--- src/rtl/mqrc_pkg.sv ---
// Types, constants and step table for the multi-encoder quadrature decoder.
`default_nettype none
package mqrc_pkg;

	localparam int NUM_ENCODERS_DEF = 8;
	localparam int DELTA_LIMIT = 7;
	localparam int ENC_W = 3;
	localparam int CNT_W = 4;
	localparam int MAG_W = 3;
	localparam int CFG_IDX_W = 2;
	localparam int CFG_DATA_W = 7;

	localparam logic [CFG_IDX_W-1:0] REG_MIDI_CHANNEL = 2'd0;
	localparam logic [CFG_IDX_W-1:0] REG_BASE_CONTROLLER = 2'd1;

	localparam logic [3:0] MIDI_CHANNEL_RST = 4'd0;
	localparam logic [6:0] BASE_CONTROLLER_RST = 7'd16;
	localparam logic [6:0] CC_CW = 7'd65;
	localparam logic [6:0] CC_CCW = 7'd63;
	localparam logic [1:0] PHASE_IDLE = 2'd3;

	typedef logic signed [1:0] step_t;

	localparam step_t STEP_TABLE [16] = '{
		2'sd0, -2'sd1, 2'sd1, 2'sd0,
		2'sd1, 2'sd0, 2'sd0, -2'sd1,
		-2'sd1, 2'sd0, 2'sd0, 2'sd1,
		2'sd0, 2'sd1, -2'sd1, 2'sd0
	};

	typedef struct packed {
		logic func;
		logic [ENC_W-1:0] encoder_index;
		logic level_a;
		logic level_b;
	} in_item_t;

	typedef struct packed {
		logic [3:0] channel;
		logic [6:0] controller;
		logic [6:0] cc_value;
		logic last;
	} out_item_t;

	typedef struct packed {
		logic [1:0] prev_phase;
		logic signed [CNT_W-1:0] step_count;
	} entry_t;

	localparam entry_t ENTRY_RST = '{prev_phase: PHASE_IDLE, step_count: '0};

	typedef struct packed {
		logic rd_en;
		logic wr_en;
	} mem_ctl_t;

	typedef enum logic [2:0] {
		S_IDLE,
		S_PIN_RD,
		S_PIN_WR,
		S_TICK_RD,
		S_TICK_LD,
		S_TICK_EMIT
	} state_t;

endpackage
`default_nettype wire

--- src/rtl/mqrc_state_mem.sv ---
// Per-encoder state memory with registered read and reset-valid bits.
`default_nettype none
module mqrc_state_mem #(
	parameter int NUM_ENCODERS = mqrc_pkg::NUM_ENCODERS_DEF
) (
	input wire logic clk,
	input wire logic arst_n,
	input wire mqrc_pkg::mem_ctl_t ctl,
	input wire logic [(NUM_ENCODERS > 1 ? $clog2(NUM_ENCODERS) : 1)-1:0] addr,
	input wire mqrc_pkg::entry_t wr_data,
	output mqrc_pkg::entry_t rd_data
);

	mqrc_pkg::entry_t mem_q [NUM_ENCODERS];
	mqrc_pkg::entry_t rd_q;
	logic rd_vld_q;
	logic [NUM_ENCODERS-1:0] valid_q;

	always_ff @(posedge clk) begin
		if (ctl.wr_en) begin
			mem_q[addr] <= wr_data;
		end
		if (ctl.rd_en) begin
			rd_q <= mem_q[addr];
		end
	end

	always_ff @(posedge clk or negedge arst_n) begin
		if (!arst_n) begin
			valid_q <= '0;
			rd_vld_q <= 1'b0;
		end else begin
			if (ctl.wr_en) begin
				valid_q[addr] <= 1'b1;
			end
			if (ctl.rd_en) begin
				rd_vld_q <= valid_q[addr];
			end
		end
	end

	assign rd_data = rd_vld_q ? rd_q : mqrc_pkg::ENTRY_RST;

endmodule
`default_nettype wire

--- src/rtl/mqrc_seq.sv ---
// Sequencer: read-modify-write of encoder state and tick drain into messages.
`default_nettype none
module mqrc_seq #(
	parameter int NUM_ENCODERS = mqrc_pkg::NUM_ENCODERS_DEF
) (
	input wire logic clk,
	input wire logic arst_n,
	input wire logic in_valid,
	output logic in_ready,
	input wire mqrc_pkg::in_item_t in_data,
	output logic out_valid,
	input wire logic out_ready,
	output mqrc_pkg::out_item_t out_data,
	input wire logic [3:0] midi_channel,
	input wire logic [6:0] base_controller,
	output mqrc_pkg::mem_ctl_t mem_ctl,
	output logic [(NUM_ENCODERS > 1 ? $clog2(NUM_ENCODERS) : 1)-1:0] mem_addr,
	output mqrc_pkg::entry_t mem_wr_data,
	input wire mqrc_pkg::entry_t mem_rd_data
);

	localparam int ADDR_W = NUM_ENCODERS > 1 ? $clog2(NUM_ENCODERS) : 1;
	localparam logic signed [4:0] LIM_POS = 5'(mqrc_pkg::DELTA_LIMIT);
	localparam logic signed [4:0] LIM_NEG = -5'(mqrc_pkg::DELTA_LIMIT);
	localparam logic [ADDR_W-1:0] ENC_LAST = ADDR_W'(NUM_ENCODERS - 1);

	mqrc_pkg::state_t state_q, state_d;
	mqrc_pkg::in_item_t item_q;
	logic [ADDR_W-1:0] enc_q;
	logic [mqrc_pkg::MAG_W-1:0] cnt_q;
	logic cw_q;
	logic [NUM_ENCODERS-1:0] nz_q;
	logic out_valid_q;
	mqrc_pkg::out_item_t out_q;

	logic in_xfer, out_free, in_range, emit;
	logic [ADDR_W-1:0] item_addr;
	logic [1:0] cur_phase;
	mqrc_pkg::step_t step;
	logic signed [4:0] sum, sat;
	logic signed [mqrc_pkg::CNT_W-1:0] cnt_rd, cnt_abs;

	assign in_xfer = in_valid && in_ready;
	assign out_free = !out_valid_q || out_ready;
	assign in_range = {1'b0, in_data.encoder_index} < 4'(NUM_ENCODERS);
	assign item_addr = item_q.encoder_index[ADDR_W-1:0];
	assign cur_phase = {item_q.level_a, item_q.level_b};
	assign step = mqrc_pkg::STEP_TABLE[{mem_rd_data.prev_phase, cur_phase}];
	assign sum = 5'(mem_rd_data.step_count) + 5'(step);
	assign sat = (sum > LIM_POS) ? LIM_POS : ((sum < LIM_NEG) ? LIM_NEG : sum);
	assign cnt_rd = mem_rd_data.step_count;
	assign cnt_abs = cnt_rd[mqrc_pkg::CNT_W-1] ? -cnt_rd : cnt_rd;
	assign emit = (state_q == mqrc_pkg::S_TICK_EMIT) && (cnt_q != '0) && out_free;

	always_comb begin
		state_d = state_q;
		in_ready = 1'b0;
		mem_ctl = '0;
		mem_addr = enc_q;
		mem_wr_data = mqrc_pkg::ENTRY_RST;
		case (state_q)
			mqrc_pkg::S_IDLE: begin
				in_ready = 1'b1;
				if (in_valid) begin
					if (in_data.func) begin
						state_d = mqrc_pkg::S_TICK_RD;
					end else if (in_range) begin
						state_d = mqrc_pkg::S_PIN_RD;
					end
				end
			end
			mqrc_pkg::S_PIN_RD: begin
				mem_ctl.rd_en = 1'b1;
				mem_addr = item_addr;
				state_d = mqrc_pkg::S_PIN_WR;
			end
			mqrc_pkg::S_PIN_WR: begin
				mem_ctl.wr_en = 1'b1;
				mem_addr = item_addr;
				mem_wr_data.prev_phase = cur_phase;
				mem_wr_data.step_count = sat[mqrc_pkg::CNT_W-1:0];
				state_d = mqrc_pkg::S_IDLE;
			end
			mqrc_pkg::S_TICK_RD: begin
				mem_ctl.rd_en = 1'b1;
				state_d = mqrc_pkg::S_TICK_LD;
			end
			mqrc_pkg::S_TICK_LD: begin
				mem_ctl.wr_en = 1'b1;
				mem_wr_data.prev_phase = mem_rd_data.prev_phase;
				mem_wr_data.step_count = '0;
				state_d = mqrc_pkg::S_TICK_EMIT;
			end
			mqrc_pkg::S_TICK_EMIT: begin
				if (cnt_q == '0) begin
					state_d = (enc_q == ENC_LAST) ? mqrc_pkg::S_IDLE : mqrc_pkg::S_TICK_RD;
				end
			end
			default: begin
				state_d = mqrc_pkg::S_IDLE;
			end
		endcase
	end

	always_ff @(posedge clk or negedge arst_n) begin
		if (!arst_n) begin
			state_q <= mqrc_pkg::S_IDLE;
			enc_q <= '0;
			cnt_q <= '0;
			nz_q <= '0;
			out_valid_q <= 1'b0;
		end else begin
			state_q <= state_d;
			if (in_xfer) begin
				enc_q <= '0;
			end
			if (state_q == mqrc_pkg::S_PIN_WR) begin
				nz_q[item_addr] <= (sat != '0);
			end
			if (state_q == mqrc_pkg::S_TICK_LD) begin
				cnt_q <= cnt_abs[mqrc_pkg::MAG_W-1:0];
				nz_q[enc_q] <= 1'b0;
			end
			if (state_q == mqrc_pkg::S_TICK_EMIT && cnt_q == '0 && enc_q != ENC_LAST) begin
				enc_q <= enc_q + 1'b1;
			end
			if (emit) begin
				cnt_q <= cnt_q - 1'b1;
				out_valid_q <= 1'b1;
			end else if (out_ready) begin
				out_valid_q <= 1'b0;
			end
		end
	end

	always_ff @(posedge clk) begin
		if (in_xfer) begin
			item_q <= in_data;
		end
		if (state_q == mqrc_pkg::S_TICK_LD) begin
			cw_q <= !cnt_rd[mqrc_pkg::CNT_W-1];
		end
		if (emit) begin
			out_q.channel <= midi_channel;
			out_q.controller <= base_controller + 7'(enc_q);
			out_q.cc_value <= cw_q ? mqrc_pkg::CC_CW : mqrc_pkg::CC_CCW;
			out_q.last <= (cnt_q == mqrc_pkg::MAG_W'(1)) && (nz_q == '0);
		end
	end

	assign out_valid = out_valid_q;
	assign out_data = out_q;

endmodule
`default_nettype wire

--- src/rtl/multi_quadrature_to_relative_cc.sv ---
// Top level of the multi-encoder quadrature decoder with relative control messages.
// Decodes up to NUM_ENCODERS quadrature encoders whose state sits in a single-port
// memory with a registered read. A pin sample (func 0) passes through transfer,
// state read and saturating update written back; an out-of-range encoder index is
// dropped in the transfer cycle. A tick (func 1) walks every encoder through read,
// clear and check steps, emitting one message per count unit while the output
// is free; messages carry midi_channel, base_controller plus encoder index modulo
// 128, and 65 or 63 per count unit, with last set on the final message. A tick with
// all counts zero emits nothing.
// Configuration writes are taken in any cycle and belong only to idle periods.
`default_nettype none
module multi_quadrature_to_relative_cc #(
	parameter int NUM_ENCODERS = mqrc_pkg::NUM_ENCODERS_DEF
) (
	input wire logic clk,
	input wire logic arst_n,
	input wire logic in_valid,
	output logic in_ready,
	input wire mqrc_pkg::in_item_t in_data,
	output logic out_valid,
	input wire logic out_ready,
	output mqrc_pkg::out_item_t out_data,
	input wire logic cfg_valid,
	output logic cfg_ready,
	input wire logic [mqrc_pkg::CFG_IDX_W-1:0] cfg_index,
	input wire logic [mqrc_pkg::CFG_DATA_W-1:0] cfg_data
);

	localparam int ADDR_W = NUM_ENCODERS > 1 ? $clog2(NUM_ENCODERS) : 1;

	logic [3:0] midi_channel_q;
	logic [6:0] base_controller_q;
	mqrc_pkg::mem_ctl_t mem_ctl;
	logic [ADDR_W-1:0] mem_addr;
	mqrc_pkg::entry_t mem_wr_data, mem_rd_data;

	assign cfg_ready = 1'b1;

	always_ff @(posedge clk or negedge arst_n) begin
		if (!arst_n) begin
			midi_channel_q <= mqrc_pkg::MIDI_CHANNEL_RST;
			base_controller_q <= mqrc_pkg::BASE_CONTROLLER_RST;
		end else if (cfg_valid && cfg_ready) begin
			case (cfg_index)
				mqrc_pkg::REG_MIDI_CHANNEL: midi_channel_q <= cfg_data[3:0];
				mqrc_pkg::REG_BASE_CONTROLLER: base_controller_q <= cfg_data;
				default: ;
			endcase
		end
	end

	mqrc_seq #(
		.NUM_ENCODERS(NUM_ENCODERS)
	) u_seq (
		.clk(clk),
		.arst_n(arst_n),
		.in_valid(in_valid),
		.in_ready(in_ready),
		.in_data(in_data),
		.out_valid(out_valid),
		.out_ready(out_ready),
		.out_data(out_data),
		.midi_channel(midi_channel_q),
		.base_controller(base_controller_q),
		.mem_ctl(mem_ctl),
		.mem_addr(mem_addr),
		.mem_wr_data(mem_wr_data),
		.mem_rd_data(mem_rd_data)
	);

	mqrc_state_mem #(
		.NUM_ENCODERS(NUM_ENCODERS)
	) u_state_mem (
		.clk(clk),
		.arst_n(arst_n),
		.ctl(mem_ctl),
		.addr(mem_addr),
		.wr_data(mem_wr_data),
		.rd_data(mem_rd_data)
	);

endmodule
`default_nettype wire

--- config.mk ---
export PLATFORM = sky130hd
export DESIGN_NAME = multi_quadrature_to_relative_cc
export DESIGN_NICKNAME = d
export VERILOG_FILES = /design/src/rtl/mqrc_pkg.sv /design/src/rtl/mqrc_state_mem.sv /design/src/rtl/mqrc_seq.sv /design/src/rtl/multi_quadrature_to_relative_cc.sv
export SDC_FILE = /design/constraint.sdc
export NUM_CORES = 1
export LEC_CHECK = 0
export BUFFER_PORTS_ARGS = -buffer_cell sky130_fd_sc_hd__buf_2
export CAP_MARGIN = 20
export CORE_MARGIN = 1.5
export CORE_UTILIZATION = 50
export CTS_CLUSTER_SIZE = 25
export DETAILED_ROUTE_END_ITERATION = 6
export MAX_ROUTING_LAYER = met4
export PLACE_DENSITY = 0.76
export SYNTH_ARGS = -nofsm -noshare
export SYNTH_HDL_FRONTEND = slang
export SYNTH_SLANG_ARGS = --single-unit
export TNS_END_PERCENT = 10
--- constraint.sdc ---
create_clock -name clk -period 7.54 [get_ports clk]
set_input_delay 1.131 -clock clk [delete_from_list [all_inputs] [get_ports clk]]
set_output_delay 1.131 -clock clk [all_outputs]
set_load 0.005 [all_outputs]
==> impl_metrics.py, run 1 <==
metrics = {
    "outcome": {
        "status": "complete, no violations",
    },
    "min_path": {
        "hp-class": "reg -> reg",
        "whs_endpoint": "u_seq.out_data[15]",
        "hold_depth": 0,
        "min_from": "midi_channel_q[0]",
    },
    "clock_network": {
        "insertion_delay_ps": 380,
        "clockBufferDepth": 2,
        "cts-buffers-inserted": 9,
        "cts_hold_buffers": 0,
        "clock_sinks": 112,
        "cts_resized": 0,
        "cts_setup_buffers": 0,
        "clockRootBuffer": "clkbuf_8",
        "clkTransAtPathRegs_ps": 110,
        "h-tree-depth": 3,
        "tritoncts": "built",
    },
    "global_routing": {
        "grt_antenna_before_repair": 0,
        "grt.total_usage": 0.203,
        "grt_pass1_vias": 3352,
        "grt_max_degree": 39,
        "grt-ovfl-total": 0,
        "grt_first_pass_wirelength_um": 16900,
    },
    "placed_design": {
        "globalplace.congestion": 0.838,
        "dp_hpwl_um": 7470,
        "placed_area_um2": 5560,
        "port_buffers": 39,
    },
    "synth": {
        "syn_inst": 416,
        "synth_seq_cells": 112,
        "yosys_warnings": 0,
        "netlist_area_um2": 5320,
        "synth_edf_count": 74,
        "synth_async_sr_flop_share": 0.339,
        "ys_seq_area_frac": 0.597,
        "syn_area_per_cell_um2": 12.8,
        "synth_top_flop_cell": "edfxtp_1",
        "synth_cell_types": 58,
    },
    "power": {
        "p_leak_nw": 2.27,
        "internal-power_w": 0.00142,
        "p_per_area_nw_per_um2": 391,
        "p_clk_frac": 0.171,
        "pwr-share-seq": 0.433,
        "comb_power_share": 0.396,
        "ir_drop_uv": 188,
        "p_sw_w": 0.000848,
        "swShare": 0.375,
    },
    "detailed_routing": {
        "via_per_inst": 5.60,
        "vias": 3281,
        "ant_nets": 0,
        "routed_wl_um": 10300,
        "drtPass1Iterations": 4,
        "drc": 0,
        "wl_per_cell_um": 17.6,
        "drt_iter0_drc": 216,
    },
    "layout": {
        "final_layout_size_suffix_gt1_frac": 0.202,
        "fillers": 826,
        "fin_area_um2": 5790,
        "num_antenna_cells": 0,
        "syn_to_final_growth_pct": 8.82,
        "regArea_um2": 3170,
        "final_nets": 485,
        "multi_input_comb_area_um2": 1940,
        "post-route-util": 0.561,
    },
    "worst_setup_path": {
        "r2r-end": "u_seq.nz_q[2]",
        "critPathSlowestCell": "or4_1",
        "rrSetupSlack_ps": 3820,
        "worstPathCellList": "inv_1 -> ha_1 -> mux2i_1 -> o22ai_1 -> a22o_1 -> fa_1 -> xor2_1 -> or3_1 -> nand3_1 -> ha_1 -> nand2b_1 -> or4_1 -> mux2i_1 -> a31oi_1",
        "cp_max_fo": 8,
        "cp.required_ps": 7770,
        "rr_startpoint": "u_seq.cur_phase[0]",
        "cp_data_arrival_time_ps": 3950,
        "start_kind": "flop",
        "path_class": "reg -> reg",
        "cp-end-kind": "flop",
        "worstSetupPathDepth": 14,
        "path_delay_family": "simple AND/OR/NAND/NOR gates",
        "critPathMaxStageDelay_ps": 570,
        "worst_r2r_path_depth": 14,
        "path_buf_inv": 1,
    },
    "floorplan": {
        "row_count": 37,
        "placeableCoreArea_um2": 10300,
        "die_area_um2": 11300,
        "initial_utilization": 0.515,
        "num_io_pins": 42,
        "die_w_um": 106,
        "die_h_um": 106,
    },
    "sta": {
        "setup-violations-final": 0,
        "finalHoldViolations": 0,
        "slew_headroom": 0.294,
        "tightestPinTransition_ps": 1050,
        "min_period_over_period": 0.494,
        "rsz0062_at_grt": "false",
        "whs_ps": 457,
        "timing.final.crit_period_ps": 3720,
        "clock_skew_ps": 16.5,
        "fin_setup_tns_ps": 0,
        "maxSlewViolCount": 0,
        "fmax_ghz": 0.269,
    },
    "run": {
        "drv_cap": 0,
    },
}
synthesized netlist by cell type, types with 4 or more instances:
cell	number	area share
a31oi_1	4	0.0047
inv_1	20	0.014
nand2_1	27	0.019
dfrtp_1	37	0.17
and2_1	12	0.014
a22oi_1	9	0.013
or2_2	7	0.0082
nand2b_1	10	0.012
a21o_1	5	0.0071
mux2_2	14	0.030
buf_4	7	0.0099
nor2b_1	5	0.0059
ha_1	18	0.042
clkbuf_1	10	0.0071
nand3_1	11	0.010
o22ai_1	4	0.0047
o21ai_0	8	0.0075
xnor2_1	7	0.012
nor3_1	8	0.0075
mux2i_1	21	0.040
a21oi_1	14	0.013
nor2_1	24	0.017
edfxtp_1	74	0.42
cell type report:
class | instances | share of cell area
timing repair buffer | 39 | 0.0337
multi-input combinational | 263 | 0.335
sequential | 112 | 0.548
clock inverter | 6 | 0.0166
inverter | 20 | 0.0130
clock buffer | 10 | 0.0238
tap | 136 | 0.0294
registers in the layout (all words and copies together), names as in the netlist, 4 cells and up:
name	flops
midi_channel_q	4
u_seq.out_data	14
u_seq.nz_q	8
base_controller_q	7
u_state_mem.valid_q	8
u_state_mem.mem_q	48
u_state_mem.rd_q	6
logic make-up after synthesis:
family / share of synthesized area
adders and majority gates: 0.0498
muxes: 0.0839
other: 0.000705
xor gates and xnor gates: 0.0195
DFF: 0.597
AOI/OAI and AO/OA: 0.0926
and+or+nand+nor: 0.118
buffers and inverters: 0.0393
cell usage in the layout (no fill, tap or decap), types with 4 or more instances in the layout:
cell / Yosys / routed
inv_1: 20 / 20
nor2_1: 24 / 24
nor3_1: 8 / 8
mux2_2: 14 / 14
nor2b_1: 5 / 5
a21oi_1: 14 / 14
clkbuf_8: 0 / 10
and2_1: 12 / 12
a31oi_1: 4 / 4
buf_2: 2 / 39
mux2i_1: 21 / 21
o22ai_1: 4 / 4
ha_1: 18 / 18
nand2_1: 27 / 27
dfrtp_1: 37 / 37
nand3_1: 11 / 11
a21o_1: 5 / 5
a22oi_1: 9 / 9
edfxtp_1: 74 / 74
o21ai_0: 8 / 8
xnor2_1: 7 / 7
nand2b_1: 10 / 10
or2_2: 7 / 7
per-layer routing:
layer | vias up | part of all wire | GRT usage | routed length (um)
met5 | - | 0 | - | 0
li1 | 1565 | - | - | -
met4 | 0 | 0.020 | 0.0753 | 209
met3 | 18 | 0.045 | 0.0466 | 459
met1 | 1620 | 0.43 | 0.243 | 4400
met2 | 78 | 0.51 | 0.338 | 5240
power by group through the flow:
stage / Sequential, W / Combinational (W) / Clock [W]
5_1_grt: 0.00100 / 0.000990 / 0.000414
3_5_place_dp: 0.000992 / 0.000889 / 0
2_1_floorplan: 0.000934 / 0.000735 / 0
4_1_cts: 0.000980 / 0.000898 / 0.000391
6_report: 0.000981 / 0.000895 / 0.000387
3_3_place_gp: 0.000986 / 0.000841 / 0
worst register-to-register path, stage by stage, from the launching register on:
cell and delay (ps):
edfxtp_1 430, inv_1 90, ha_1 200, mux2i_1 130, o22ai_1 100, a22o_1 260
fa_1 470, xor2_1 180, or3_1 350, nand3_1 100, ha_1 260, nand2b_1 150
or4_1 570, mux2i_1 220, a31oi_1 60
worst max path at each step:
stage | endpoint | slack [ps] | startpoint
after floorplan | u_seq.nz_q[3] | 4230 | u_seq.cur_phase[0]
after global placement | u_seq.nz_q[6] | 4080 | u_seq.cur_phase[0]
after detailed placement | u_seq.nz_q[2] | 3870 | u_seq.cur_phase[0]
after CTS | u_seq.nz_q[2] | 3820 | u_seq.cur_phase[0]
after global routing | u_seq.nz_q[2] | 3620 | u_seq.cur_phase[0]
final | u_seq.nz_q[2] | 3820 | u_seq.cur_phase[0]
per-stage QoR:
step / std cells / setup WS [ps] / power, W
floorplan: 417 / 4230 / 0.00167
global placement: 570 / 4080 / 0.00183
detailed placement: 570 / 3870 / 0.00188
CTS: 586 / 3820 / 0.00227
global route: 586 / 3620 / 0.00240
finish: 586 / 3820 / 0.00226
Power figures use the tool's default switching activity.
==> run 2, diff against run 1 <==
clock period = 3.8 ns   (was 7.54 ns; I/O delays follow)
==> run 2 against run 1 <==
Net effect:
- count of clock-buffer cells in the layout stayed put
- routed wire length increased by 0.87%
- cell count grew 0.34%
- sequential power rose by 99%
- via count is 1.6% higher
- combinational power rose by 99%
- die area did not move
- worst setup slack got worse by 3600 ps
- non-clock buffer count rose by 2
- sequential share of layout area increased by 0.25 points
- clock power rose by 73%
- fmax rose by 4.3%
- critical endpoint is now u_seq.nz_q[3]
==> impl_metrics.py, run 2 (synthesized netlist as in run 1, its figures left out) <==
metrics = {
    "outcome": {
        "status": "complete, no violations",
    },
    "sta": {
        "finalHoldViolations": 0,
        "maxSlewViolCount": 0,
        "min_period_over_period": 0.939,
        "tightestPinTransition_ps": 1040,
        "rsz0062_at_grt": "false",
        "slew_headroom": 0.297,
        "fmax_ghz": 0.280,
        "timing.final.crit_period_ps": 3570,
        "fin_setup_tns_ps": 0,
        "setup-violations-final": 0,
        "clock_skew_ps": 14.7,
        "whs_ps": 301,
    },
    "global_routing": {
        "grt_antenna_before_repair": 0,
        "grt.total_usage": 0.211,
        "grt-ovfl-total": 0,
        "grt_max_degree": 39,
        "grt_first_pass_wirelength_um": 17400,
        "grt_pass1_vias": 3495,
    },
    "floorplan": {
        "die_w_um": 106,
        "placeableCoreArea_um2": 10300,
        "initial_utilization": 0.515,
        "die_area_um2": 11300,
        "row_count": 37,
        "num_io_pins": 42,
        "die_h_um": 106,
    },
    "detailed_routing": {
        "wl_per_cell_um": 17.7,
        "ant_nets": 0,
        "drt_iter0_drc": 167,
        "drc": 0,
        "drtPass1Iterations": 4,
        "vias": 3333,
        "via_per_inst": 5.67,
        "routed_wl_um": 10400,
    },
    "power": {
        "ir_drop_uv": 417,
        "p_per_area_nw_per_um2": 764,
        "power_w": 0.00440,
        "pwr-share-seq": 0.443,
        "comb_power_share": 0.405,
        "p_clk_frac": 0.152,
        "swShare": 0.378,
        "p_sw_w": 0.00166,
        "p_leak_nw": 2.26,
        "internal-power_w": 0.00274,
    },
    "layout": {
        "num_antenna_cells": 0,
        "final_common_cell": "edfxtp_1",
        "largest_reg_flops": 48,
        "final_layout_size_suffix_gt1_frac": 0.206,
        "largest_register": "u_state_mem.mem_q",
        "syn_to_final_growth_pct": 8.32,
        "final_nets": 487,
        "final_cell_mix": "edfxtp_1, buf_2, dfrtp_1",
    },
    "worst_setup_path": {
        "cp.required_ps": 4070,
        "cp-end-kind": "flop",
        "cp_data_arrival_time_ps": 3840,
        "cp_max_fo": 8,
        "rrSetupSlack_ps": 230,
        "path_class": "reg -> reg",
        "start_kind": "flop",
    },
    "clock_network": {
        "insertion_delay_ps": 380,
        "h-tree-depth": 3,
        "cts-buffers-inserted": 9,
        "clockRootBuffer": "clkbuf_8",
        "clockBufferDepth": 2,
        "clock_sinks": 112,
        "clkTransAtPathRegs_ps": 110,
        "tritoncts": "built",
        "cts_hold_buffers": 0,
    },
    "placed_design": {
        "port_buffers": 39,
        "dp_hpwl_um": 7440,
        "globalplace.congestion": 0.845,
    },
    "min_path": {
        "hp-class": "in -> async",
    },
    "run": {
        "drv_cap": 0,
    },
}
==> run 2: layout make-up <==
cell class                      instances  area (um2)
Fill cell                             845        4560
Sequential cell                       112        3170
Clock inverter                          6        61.3
Tap cell                              136         170
Multi-Input combinational cell        263        1950
Inverter                               20        75.1
Timing Repair Buffer                   41         210
Clock buffer                           10         128
==> run 2: worst paths after layout <==
| check | cells after the start | start | endpoint |
|---|---|---|---|
| min in group clk | 1 | in_data[0] | u_seq.cur_phase[0] |
| hold / removal | 1 | arst_n | u_seq.state_q[2] |
| max in group asynchronous | 1 | arst_n | u_seq.cnt_q[1] |
| setup reg to reg | 14 | u_seq.cur_phase[0] | u_seq.nz_q[3] |
| setup / recovery | 14 | u_seq.cur_phase[0] | u_seq.nz_q[3] |
| hold reg to reg | 0 | midi_channel_q[0] | u_seq.out_data[15] |
==> run 2: through the flow <==
stage / instances / utilization / instance area, um2 / setup WS [ps]
floorplan: 417 / - / 5330 / 493
global placement: 572 / 0.540 / 5570 / 339
detailed placement: 572 / 0.540 / 5570 / 146
CTS: 588 / 0.558 / 5760 / 114
global route: 588 / 0.558 / 5760 / 8.32
finish: 588 / 0.558 / 5760 / 231
==> run 2: power by group through the flow <==
stage | clock (W) | sequential, W | combinational (W)
CTS | 0.000697 | 0.00195 | 0.00178
floorplan | 0 | 0.00185 | 0.00146
finish | 0.000670 | 0.00195 | 0.00178
detailed placement | 0 | 0.00197 | 0.00177
global route | 0.000738 | 0.00199 | 0.00200
global placement | 0 | 0.00196 | 0.00169
==> run 2: worst max-delay path, cell delays in order (launching register included) <==
cell and delay [ps]:
edfxtp_1 420, inv_1 80, ha_1 200, mux2i_1 140, o22ai_1 100, a22o_1 250
fa_1 470, xor2_1 170, or3_1 330, nand3_1 100, ha_1 250, nand2b_1 150
or4_4 480, nor3_1 230, nor2_1 70
==> run 2: per-layer routing <==
| metal | wire (um) | GRT usage | share of wire | vias up |
|---|---|---|---|---|
| met5 | 0 | - | 0 | - |
| met4 | 126 | 0.0917 | 0.012 | 0 |
| met3 | 514 | 0.0521 | 0.049 | 10 |
| met2 | 5290 | 0.341 | 0.51 | 88 |
| met1 | 4470 | 0.251 | 0.43 | 1662 |
| li1 | - | - | - | 1573 |
==> run 2: timing repair <==
action | CTS | global route
endpoints found under the setup margin | 0 | 8
buffers inserted | 0 | 0
gates resized for setup | 0 | 1
==> run 3, diff against run 2 <==
HOLD_SLACK_MARGIN = 0.05   (was unset)
SYNTH_HIERARCHICAL = 1   (was unset)
==> run 3 against run 2 <==
Net effect:
- synthesized cell count decreased by 4.6%
- non-clock buffer count increased by 13
- worst setup slack got worse by 3.9 ps
- clock skew decreased by 6.6 ps
- clock power increased by 30%
- combinational power increased by 25%
- die area about the same
- routed wire length increased by 0.33%
- sequential share of layout area decreased by 1.6 points
- highest routed layer unchanged
- global-route usage decreased by 1.0 points
- critical path depth decreased by 3
- design area increased by 3.1%
==> impl_metrics.py, run 3 <==
metrics = {
    "placed_design": {
        "dp_hpwl_um": 7300,
        "port_buffers": 39,
        "placed_area_um2": 5680,
        "globalplace.congestion": 0.863,
        "dp.cells": 569,
    },
    "clock_network": {
        "clkTransAtPathRegs_ps": 110,
        "tritoncts": "built",
        "h-tree-depth": 3,
        "clockRootBuffer": "clkbuf_8",
        "cts_hold_buffers": 0,
        "clockBufferDepth": 2,
        "cts-buffers-inserted": 9,
        "insertion_delay_ps": 370,
        "cts_setup_buffers": 0,
        "clock_sinks": 112,
    },
    "worst_setup_path": {
        "cp-end-kind": "flop",
        "cp.required_ps": 4040,
        "critPathLaunch": "u_state_mem/rd_vld_q",
        "start_kind": "flop",
        "cp_max_fo": 8,
        "path_class": "reg -> reg",
        "cp_data_arrival_time_ps": 3810,
        "rr_startpoint": "u_state_mem/rd_vld_q",
    },
    "global_routing": {
        "grt_max_degree": 39,
        "grt-ovfl-total": 0,
        "grt_antenna_before_repair": 0,
        "grt_first_pass_wirelength_um": 16900,
        "grt_pass1_vias": 3429,
        "grt.total_usage": 0.200,
    },
    "floorplan": {
        "placeableCoreArea_um2": 10300,
        "row_count": 37,
        "initial_utilization": 0.516,
        "die_area_um2": 11300,
        "die_w_um": 106,
        "die_h_um": 106,
        "num_io_pins": 42,
    },
    "layout": {
        "fillers": 812,
        "final_layout_size_suffix_gt1_frac": 0.269,
        "final_common_cell": "edfxtp_1",
        "fin_area_um2": 5940,
        "final_nets": 485,
        "largest_register": "u_state_mem/mem_q",
        "largest_reg_flops": 48,
        "final_cell_mix": "edfxtp_1, buf_2, dfrtp_1",
        "regArea_um2": 3170,
        "syn_to_final_growth_pct": 11.6,
        "multi_input_comb_area_um2": 1970,
        "post-route-util": 0.575,
        "final_cells": 585,
        "num_antenna_cells": 0,
    },
    "synth": {
        "syn_inst": 397,
        "yosys.area_share.simple": 0.118,
        "synth_top_area_cell": "edfxtp_1",
        "synth_xor_area_frac": 0.0181,
        "synth_top_flop_cell": "edfxtp_1",
        "ys_seq_area_frac": 0.596,
        "synth_async_sr_flop_share": 0.339,
        "synth_edf_count": 74,
        "synth_top_area_share": 0.417,
        "synth_compound_area_frac": 0.0938,
        "synth_fa_ha_area_frac": 0.0522,
        "yosysMostFrequentCell": "edfxtp_1",
        "syn_area_per_cell_um2": 13.4,
        "synth_top_family_by_area": "simple AND/OR/NAND/NOR gates",
        "synthesis.nets": 438,
        "synth_cell_types": 65,
        "muxShareOfSynthArea": 0.0851,
        "netlist_area_um2": 5320,
        "yosys-top-cells-count": "edfxtp_1, dfrtp_1, nor2_1",
        "synth_seq_cells": 112,
        "synth_area_leaders": "edfxtp_1, dfrtp_1, mux2_2, ha_1, nor2_1",
        "yosys_warnings": 6,
    },
    "sta": {
        "setup-violations-final": 0,
        "rsz0062_at_grt": "false",
        "timing.final.crit_period_ps": 3570,
        "fmax_ghz": 0.280,
        "min_period_over_period": 0.940,
        "fin_setup_tns_ps": 0,
        "finalHoldViolations": 0,
        "clock_skew_ps": 8.08,
        "tightestPinTransition_ps": 1030,
        "maxSlewViolCount": 0,
        "slew_headroom": 0.312,
    },
    "power": {
        "pwr-share-seq": 0.379,
        "internal-power_w": 0.00310,
        "p_clk_frac": 0.176,
        "p_sw_w": 0.00188,
        "ir_drop_uv": 480,
        "p_leak_nw": 2.29,
        "p_per_area_nw_per_um2": 837,
        "power_w": 0.00497,
        "comb_power_share": 0.446,
        "swShare": 0.377,
    },
    "detailed_routing": {
        "drc": 0,
        "via_per_inst": 5.77,
        "wl_per_cell_um": 17.8,
        "vias": 3378,
        "drtPass1Iterations": 5,
        "routed_wl_um": 10400,
        "drt_iter0_drc": 224,
        "ant_nets": 0,
    },
    "min_path": {
        "hp-class": "in -> async",
    },
    "run": {
        "drv_cap": 0,
    },
    "outcome": {
        "status": "complete, no violations",
    },
}
run 3: cell count changes in the layout (fill, tap and decap cells not counted), sizes merged, moves of 6 or more:
cell	change
o22a	+6
buf	+13
nand2	-8
and2	-6
mux2	+12
mux2i	-18
nand3	-9
run 3: critical path: stages (launching register included):
cell	delay, ps
dfrtp_1	470
nand2b_1	180
mux4_2	590
ha_1	360
a21oi_1	170
nand2_1	140
xnor2_1	160
or3_1	320
ha_1	330
or2_2	290
a21oi_1	210
buf_4	190
run 3: routing by layer:
layer	vias up	part of all wire	GRT usage	wire length, um
met5	-	0	-	0
met1	1670	0.44	0.253	4610
li1	1552	-	-	-
met4	0	0.032	0.0936	332
met2	129	0.47	0.318	4880
met3	27	0.058	0.0331	605
run 3: path summary, 6_finish.rpt:
check	to	slack [ps]	cells past startpoint
setup reg to reg	u_state_mem/mem_q[4][1]	230	11
max in group asynchronous	midi_channel_q[2]	2940	1
hold / removal	u_seq/state_q[1]	300	1
min in group clk	u_seq/item_addr[1]	360	1
hold reg to reg	u_seq/out_data[15]	450	0
setup / recovery	u_state_mem/mem_q[4][1]	230	11
run 3: what timing repair did:
action / CTS / global route
endpoints found under the setup margin: 0 / 2
resized for setup: 0 / 1
endpoints found under the hold margin: 0 / 0
run 3: per-stage QoR:
step	setup slack (ps)	hold WS, ps
after floorplan	403	274
after global placement	386	427
after detailed placement	274	431
after CTS	234	315
after global routing	21.1	350
final	228	297
run 3: layout make-up:
type                            count  area share
Inverter                           17      0.0107
Timing Repair Buffer               54      0.0518
Clock inverter                      7      0.0227
Clock buffer                        9      0.0209
Multi-Input combinational cell    250       0.331
Sequential cell                   112       0.534
Tap cell                          136      0.0286
run 3: cells by family (layout without fill, tap and decap cells):
group | Yosys count | after routing
flip-flops | 112 | 112
AND/OR/NAND/NOR | 108 | 108
AO/OA/AOI/OAI | 71 | 71
multiplexers | 37 | 37
buffers and inverters | 35 | 87
adder cells (fa/ha/maj) | 21 | 21
XOR/XNOR | 11 | 11
other | 2 | 2
run 3: power by group through the flow:
stage	registers, W	clock network, W	logic (W)
floorplan	0.00184	0	0.00169
global placement	0.00189	0	0.00211
detailed placement	0.00190	0	0.00219
CTS	0.00188	0.000896	0.00220
global route	0.00192	0.000928	0.00245
finish	0.00188	0.000873	0.00222
